[config.mk]
export PLATFORM = sky130hd
export DESIGN_NAME = ordered_list_remove_by_key
export DESIGN_NICKNAME = d
export VERILOG_FILES = /design/src/rtl/olr_pkg.sv /design/src/rtl/olr_ctrl.sv /design/src/rtl/olr_dp.sv /design/src/rtl/ordered_list_remove_by_key.sv
export SDC_FILE = /design/constraint.sdc
export NUM_CORES = 1
export LEC_CHECK = 0
export BUFFER_PORTS_ARGS = -buffer_cell sky130_fd_sc_hd__buf_4
export CORE_MARGIN = 4
export CORE_UTILIZATION = 46
export DETAILED_ROUTE_END_ITERATION = 6
export SETUP_SLACK_MARGIN = 0.05
export SLEW_MARGIN = 10
export SYNTH_ARGS = -nofsm -noshare
export SYNTH_HDL_FRONTEND = slang
export SYNTH_SLANG_ARGS = --single-unit
[constraint.sdc]
create_clock -name clk -period 10.6 [get_ports clk]
set_clock_uncertainty 0.15 [all_clocks]
set_input_delay 1.06 -clock clk [delete_from_list [all_inputs] [get_ports clk]]
set_output_delay 1.06 -clock clk [all_outputs]
set_load 0.05 [all_outputs]
[src/rtl/olr_pkg.sv]
// Package with the shared constants, types and codes of the ordered key list.
`timescale 1ns / 1ps
package olr_pkg;

	// List geometry.
	localparam int CAPACITY = 16;
	localparam int KEY_BITS = 16;
	localparam int IDX_W    = $clog2(CAPACITY);
	localparam int CNT_W    = $clog2(CAPACITY + 1);
	localparam int TALLY_W  = 32;
	localparam int STAT_W   = 3;

	// Request actions.
	localparam logic ACT_INSERT = 1'b0;
	localparam logic ACT_REMOVE = 1'b1;

	// Result status codes.
	typedef enum logic [STAT_W-1:0] {
		STAT_INSERTED  = 3'd0,
		STAT_REMOVED   = 3'd1,
		STAT_EMPTY     = 3'd2,
		STAT_NOT_FOUND = 3'd3,
		STAT_FULL      = 3'd4
	} status_t;

	// Controller states.
	typedef enum logic [1:0] {
		CTL_IDLE,
		CTL_SEARCH,
		CTL_UPDATE
	} ctl_state_t;

	// Commands from the controller to the datapath.
	typedef struct packed {
		logic load;
		logic search;
		logic update;
	} ctl_cmd_t;

endpackage

[src/rtl/olr_ctrl.sv]
// Controller state machine that sequences one request through search and update.
`timescale 1ns / 1ps
module olr_ctrl (
	input  logic              clk,
	input  logic              arst_n,
	input  logic              start,
	output logic              busy,
	output olr_pkg::ctl_cmd_t cmd
);
	import olr_pkg::*;

	ctl_state_t state_q;
	ctl_state_t state_d;

	// State register.
	always_ff @(posedge clk or negedge arst_n) begin
		if (!arst_n) begin
			state_q <= CTL_IDLE;
		end else begin
			state_q <= state_d;
		end
	end

	// Next state and commands.
	always_comb begin
		state_d    = state_q;
		cmd        = '0;
		busy       = 1'b1;
		unique case (state_q)
			CTL_IDLE: begin
				busy = 1'b0;
				if (start) begin
					cmd.load = 1'b1;
					state_d  = CTL_SEARCH;
				end
			end
			CTL_SEARCH: begin
				cmd.search = 1'b1;
				state_d    = CTL_UPDATE;
			end
			CTL_UPDATE: begin
				cmd.update = 1'b1;
				state_d    = CTL_IDLE;
			end
			default: begin
				state_d = CTL_IDLE;
			end
		endcase
	end

endmodule

[src/rtl/olr_dp.sv]
// Datapath: a row of key cells with per-cell compare, collapse on remove, and result registers.
`timescale 1ns / 1ps
module olr_dp (
	input  logic                          clk,
	input  logic                          arst_n,
	input  olr_pkg::ctl_cmd_t             cmd,
	input  logic                          action,
	input  logic [olr_pkg::KEY_BITS-1:0]  key,
	output logic                          done,
	output logic [olr_pkg::STAT_W-1:0]    status,
	output logic [olr_pkg::KEY_BITS-1:0]  removed_key,
	output logic [olr_pkg::CNT_W-1:0]     live_count,
	output logic [olr_pkg::TALLY_W-1:0]   inserts_total
);
	import olr_pkg::*;

	// Captured request.
	logic                req_action_q;
	logic [KEY_BITS-1:0] req_key_q;

	// List state.
	logic [KEY_BITS-1:0] cells_q [CAPACITY];
	logic [CNT_W-1:0]    count_q;
	logic [TALLY_W-1:0]  tally_q;
	logic [CAPACITY-1:0] match_q;

	// Result registers.
	logic                done_q;
	status_t             status_q;
	logic [KEY_BITS-1:0] removed_key_q;
	logic [CNT_W-1:0]    live_count_q;

	// Update decisions.
	logic [IDX_W-1:0]    last_idx;
	logic [IDX_W-1:0]    first_idx;
	logic                first_found;
	logic [IDX_W-1:0]    pos;
	logic                hit;
	logic                list_full;
	logic                list_empty;
	logic                do_insert;
	logic                do_remove;
	status_t             status_d;
	logic [KEY_BITS-1:0] removed_d;
	logic [CNT_W-1:0]    count_d;
	logic [TALLY_W-1:0]  tally_d;

	// Request capture.
	always_ff @(posedge clk) begin
		if (cmd.load) begin
			req_action_q <= action;
			req_key_q    <= key;
		end
	end

	// Per-cell compare against the requested key, limited to live cells.
	always_ff @(posedge clk) begin
		if (cmd.search) begin
			for (int i = 0; i < CAPACITY; i++) begin
				match_q[i] <= (cells_q[i] == req_key_q) && (CNT_W'(i) < count_q);
			end
		end
	end

	// Earliest matching cell.
	always_comb begin
		first_idx   = '0;
		first_found = 1'b0;
		for (int i = 0; i < CAPACITY; i++) begin
			if (match_q[i] && !first_found) begin
				first_idx   = IDX_W'(i);
				first_found = 1'b1;
			end
		end
	end

	// Position choice: head first, then tail, then the earliest match.
	assign last_idx = IDX_W'(count_q - CNT_W'(1));
	assign hit      = |match_q;

	always_comb begin
		priority if (match_q[0]) begin
			pos = '0;
		end else if (match_q[last_idx]) begin
			pos = last_idx;
		end else begin
			pos = first_idx;
		end
	end

	// Outcome of the request.
	assign list_full  = (count_q == CNT_W'(CAPACITY));
	assign list_empty = (count_q == '0);
	assign do_insert  = (req_action_q == ACT_INSERT) && !list_full;
	assign do_remove  = (req_action_q == ACT_REMOVE) && !list_empty && hit;

	always_comb begin
		status_d  = STAT_INSERTED;
		removed_d = '0;
		count_d   = count_q;
		tally_d   = tally_q;
		if (req_action_q == ACT_INSERT) begin
			if (list_full) begin
				status_d = STAT_FULL;
			end else begin
				status_d = STAT_INSERTED;
				count_d  = count_q + CNT_W'(1);
				tally_d  = tally_q + TALLY_W'(1);
			end
		end else if (list_empty) begin
			status_d = STAT_EMPTY;
		end else if (!hit) begin
			status_d = STAT_NOT_FOUND;
		end else begin
			status_d  = STAT_REMOVED;
			removed_d = cells_q[pos];
			count_d   = count_q - CNT_W'(1);
		end
	end

	// Cell row: append at the tail, or collapse the cells above the removed one.
	always_ff @(posedge clk) begin
		if (cmd.update) begin
			if (do_insert) begin
				cells_q[count_q[IDX_W-1:0]] <= req_key_q;
			end else if (do_remove) begin
				for (int i = 0; i < CAPACITY - 1; i++) begin
					if (IDX_W'(i) >= pos) begin
						cells_q[i] <= cells_q[i + 1];
					end
				end
			end
		end
	end

	// Count and insert tally.
	always_ff @(posedge clk or negedge arst_n) begin
		if (!arst_n) begin
			count_q <= '0;
			tally_q <= '0;
		end else if (cmd.update) begin
			count_q <= count_d;
			tally_q <= tally_d;
		end
	end

	// Result strobe.
	always_ff @(posedge clk or negedge arst_n) begin
		if (!arst_n) begin
			done_q <= 1'b0;
		end else begin
			done_q <= cmd.update;
		end
	end

	// Result payload.
	always_ff @(posedge clk) begin
		if (cmd.update) begin
			status_q      <= status_d;
			removed_key_q <= removed_d;
			live_count_q  <= count_d;
		end
	end

	assign done          = done_q;
	assign status        = status_q;
	assign removed_key   = removed_key_q;
	assign live_count    = live_count_q;
	assign inserts_total = tally_q;

endmodule

[src/rtl/ordered_list_remove_by_key.sv]
// Top level of the ordered key list with insert at the tail and remove by key.
`timescale 1ns / 1ps
// Usage:
// A request is taken at a rising clock edge where start is high and busy is
// low; action and key are sampled at that edge. Action zero appends key at
// the tail, action one removes the entry holding key: the head is tried
// first, then the tail, then the earliest match, and the others keep order.
// Each request gives exactly one result, shown for a single cycle with done
// high: status, removed_key (zero unless removed), live_count after the
// request and inserts_total, the wrapping count of accepted inserts.
// Sequence: after the accepting edge the controller passes the search state,
// then the update state, and done rises with the registered result.
// A new request is not taken until the previous one is through, as the
// controller walks through capture, per-cell compare and the update of the
// cell row; busy is high during search and update, and a new start is taken
// in the cycle that shows the previous result.
// Reset clears the list count, the insert total and the result strobe; the
// cells themselves are not cleared since only live cells are ever read.
// The receiver cannot stall: it must take each result in its done cycle.
module ordered_list_remove_by_key (
	input  logic                          clk,
	input  logic                          arst_n,
	input  logic                          start,
	output logic                          busy,
	input  logic                          action,
	input  logic [olr_pkg::KEY_BITS-1:0]  key,
	output logic                          done,
	output logic [olr_pkg::STAT_W-1:0]    status,
	output logic [olr_pkg::KEY_BITS-1:0]  removed_key,
	output logic [olr_pkg::CNT_W-1:0]     live_count,
	output logic [olr_pkg::TALLY_W-1:0]   inserts_total
);
	import olr_pkg::*;

	ctl_cmd_t cmd;

	// Sequencer.
	olr_ctrl u_ctrl (
		.clk    (clk),
		.arst_n (arst_n),
		.start  (start),
		.busy   (busy),
		.cmd    (cmd)
	);

	// Cell row and result registers.
	olr_dp u_dp (
		.clk           (clk),
		.arst_n        (arst_n),
		.cmd           (cmd),
		.action        (action),
		.key           (key),
		.done          (done),
		.status        (status),
		.removed_key   (removed_key),
		.live_count    (live_count),
		.inserts_total (inserts_total)
	);

endmodule
==> results.sh <==
export IMPL_clkSinkCount=353
export IMPL_synthCells=1639
export IMPL_endpoint_kind="flip-flop"
export IMPL_slew_violations=0
export IMPL_syn_nets=1664
export IMPL_fillers=3750
export IMPL_yosys_top_cells_area="edfxtp_1 (46%), mux2_2 (11%), xor2_1 (8.8%)"
export IMPL_setup_ws_ns=4.37
export IMPL_cp_slowest_stage_delay_ns=0.93
export IMPL_path_delay_family="multiplexers"
export IMPL_yosysTopAreaCell="edfxtp_1"
export IMPL_synth_edf_count=313
export IMPL_ys_types=69
export IMPL_synth_avg_cell_area_um2=12.6
export IMPL_wl_per_cell_um=28.7
export IMPL_final_area_um2=22900
export IMPL_clkLatencyLatePin_ns=0.58
export IMPL_start_util_pct=46.5
export IMPL_syn2layout_area_growth_pct=11.2
export IMPL_cts_resized=0
export IMPL_wl_um=65700
export IMPL_synthFlopType="edfxtp_1"
export IMPL_cts_tree="yes"
export IMPL_path_cells="inv_1, ha_1, mux4_2, mux2_2, a21oi_1, nor3_2, mux2_4, a21oi_2, nor2_4, o21a_1, o21bai_1, buf_4"
export IMPL_drcViolationCount=0
export IMPL_synth_area_um2=20600
export IMPL_power_leakage_nw=8.03
export IMPL_rows=77
export IMPL_cp_required_ns=10.71
export IMPL_drt_iter0_markers=1878
export IMPL_layout_nets=1689
export IMPL_via_per_inst=6.27
export IMPL_grt_pass1_wl_um=95900
export IMPL_synth_top_area_share_pct=45.7
export IMPL_routed_via_count=14339
export IMPL_critPathBufInv=2
export IMPL_fin_crit_sh_pct=58.8
export IMPL_cts_htree_levels=2
export IMPL_antenna_found_initial=1
export IMPL_dieArea_um2=48200
export IMPL_min_path_type="in2async"
export IMPL_layout_cells_non_filler=2288
export IMPL_tightestPinTransition_ns=1.12
export IMPL_pre_cts_slack_ns=4.43
export IMPL_ant_nets=0
export IMPL_clock_path_buffers=3
export IMPL_p_per_area_nw_per_um2=243
export IMPL_finalCriticalPeriod_ns=6.23
export IMPL_utilization_pct=51.8
export IMPL_path_class="reg2reg"
export IMPL_status="finished, final reports clean"
export IMPL_crit_path_top_delay_cell="mux2_4"
export IMPL_path_max_fanout=68
export IMPL_fin_total_pwr_mw=5.57
export IMPL_ios=78
export IMPL_numCtsBuffers=40
export IMPL_setup_viol_count_final=0
export IMPL_grt_pass1_vias=13653
export IMPL_grt_ovfl_total=0
export IMPL_crit_arrival_ns=6.35
export IMPL_dpl_cell_area_um2=21600
export IMPL_yosysSeqAreaShare_pct=50.5
export IMPL_grt_total_usage_pct=27.0
export IMPL_startpoint_type="flip-flop"
export IMPL_cts_root_buf="clkbuf_16"
export IMPL_synthArstFlopShare_pct=11.3
export IMPL_placed_cells=2214
export IMPL_die_y_um=220
export IMPL_drt_pass1_iterations=6
export IMPL_setup_tns_final_ns=0
export IMPL_vdd_ir_drop_max_uv=155
export IMPL_slew_headroom_pct=25.5
export IMPL_max_freq_ghz=0.160
export IMPL_die_x_um=220
export IMPL_finalHoldViolations=0
export IMPL_yosys_cell_count_top_type="edfxtp_1"
export IMPL_cts_setup_buffers=0
export IMPL_cts_hold_buf=0
export IMPL_clkSlewWorstSetupHoldPaths_ns=0.06
export IMPL_grt_max_degree=69
export IMPL_drive_above_1_share_pct=26.1
export IMPL_core_area_um2=44200
export IMPL_maxCapViolCount=0
export IMPL_io_buffers=77
export IMPL_synthTopCellsByCount="edfxtp_1 (313), mux2_2 (209), xor2_1 (206)"
export IMPL_place_congestion=0.931
export IMPL_dpl_hpwl_um=45500
export IMPL_ys_warn_count=0
export IMPL_synth_seq_cells=353
export IMPL_rsz0062_at_grt="no"
export IMPL_worst_hold_slack_ns=0.310
-- cells by family after synthesis --
kind of cell	Yosys count	share of synthesized area (%)
flops	353	50.5
mux	345	19.0
simple gates	297	7.60
xor+xnor	291	12.4
compound gates	201	6.56
buf+inv	147	3.57
fa+ha+maj	5	0.304
-- sequential cells by signal, indices dropped and copies added (netlist names) --
| name | flops |
|---|---|
| u_dp.cells_q | 256 |
| u_dp.inserts_total | 32 |
| u_dp.match_q | 16 |
| u_dp.removed_key | 16 |
| u_dp.req_key_q | 16 |
| u_dp.count_q | 5 |
| u_dp.live_count | 5 |
| u_dp.status | 3 |
| u_ctrl.state_q | 2 |
| u_dp.done | 1 |
| u_dp.req_action_q | 1 |
-- path summary, 6_finish.rpt --
kind                                   start                      to  slack, ns  cells after the start
setup / recovery             u_dp.count_q[0]      u_dp.cells_q[8][2]       4.37                     12
hold / removal                        arst_n  u_dp.inserts_total[31]       0.31                      1
setup reg to reg             u_dp.count_q[0]      u_dp.cells_q[8][2]       4.37                     12
hold reg to reg            u_ctrl.state_q[1]       u_ctrl.state_q[1]       0.32                      1
max in group asynchronous             arst_n   u_dp.inserts_total[1]       9.63                      1
min in group clk           u_ctrl.state_q[1]       u_ctrl.state_q[1]       0.32                      1
-- power breakdown --
group / internal [mW] / switching, mW / total [mW] / leakage [nW]
Clock: 0.837 / 0.600 / 1.44 / 0.648
Sequential: 1.74 / 0.202 / 1.94 / 3.41
Combinational: 0.788 / 1.41 / 2.19 / 3.97
Total: 3.36 / 2.21 / 5.57 / 8.03
-- per-layer routing --
layer  GRT usage (%)  wire, um  vias to the layer above
met4            7.67      1800                        0
met1            42.2     30200                     7286
met2            37.9     27600                      770
met3            5.46      6150                      106
met5               0         0                        -
li1                -         -                     6177
-- worst register-to-register path: cells and delay by family, from the launching register on --
kind            cells  cell delay (ns)
mux                 3             1.38
compound gates      4             1.32
simple gates        2             1.09
flops               1             0.81
fa+ha+maj           1             0.61
buf+inv             2             0.56
-- layout by cell type (no fill, tap or decap), drive strengths merged, types with 16 or more instances in the layout --
cell / instances
edfxtp: 313
mux2: 243
xor2: 206
buf: 119
mux2i: 96
xnor2: 85
nand2: 66
clkbuf: 52
nor4: 50
nor2: 48
o21ai: 46
nand3: 45
dfrtp: 40
a21oi: 38
o22ai: 35
nand4: 34
nor3: 16
-- cell type report --
type                            instances  area, um2  area share (%)
Clock buffer                           52       1070            4.66
Antenna cell                            1       2.50          0.0109
Timing Repair Buffer                  119        893            3.90
Inverter                               11       41.3           0.180
Tap cell                              592        741            3.24
Sequential cell                       353      10400            45.4
Clock inverter                         21        260            1.14
Multi-Input combinational cell       1139       9490            41.4
Power figures use the tool's default switching activity.
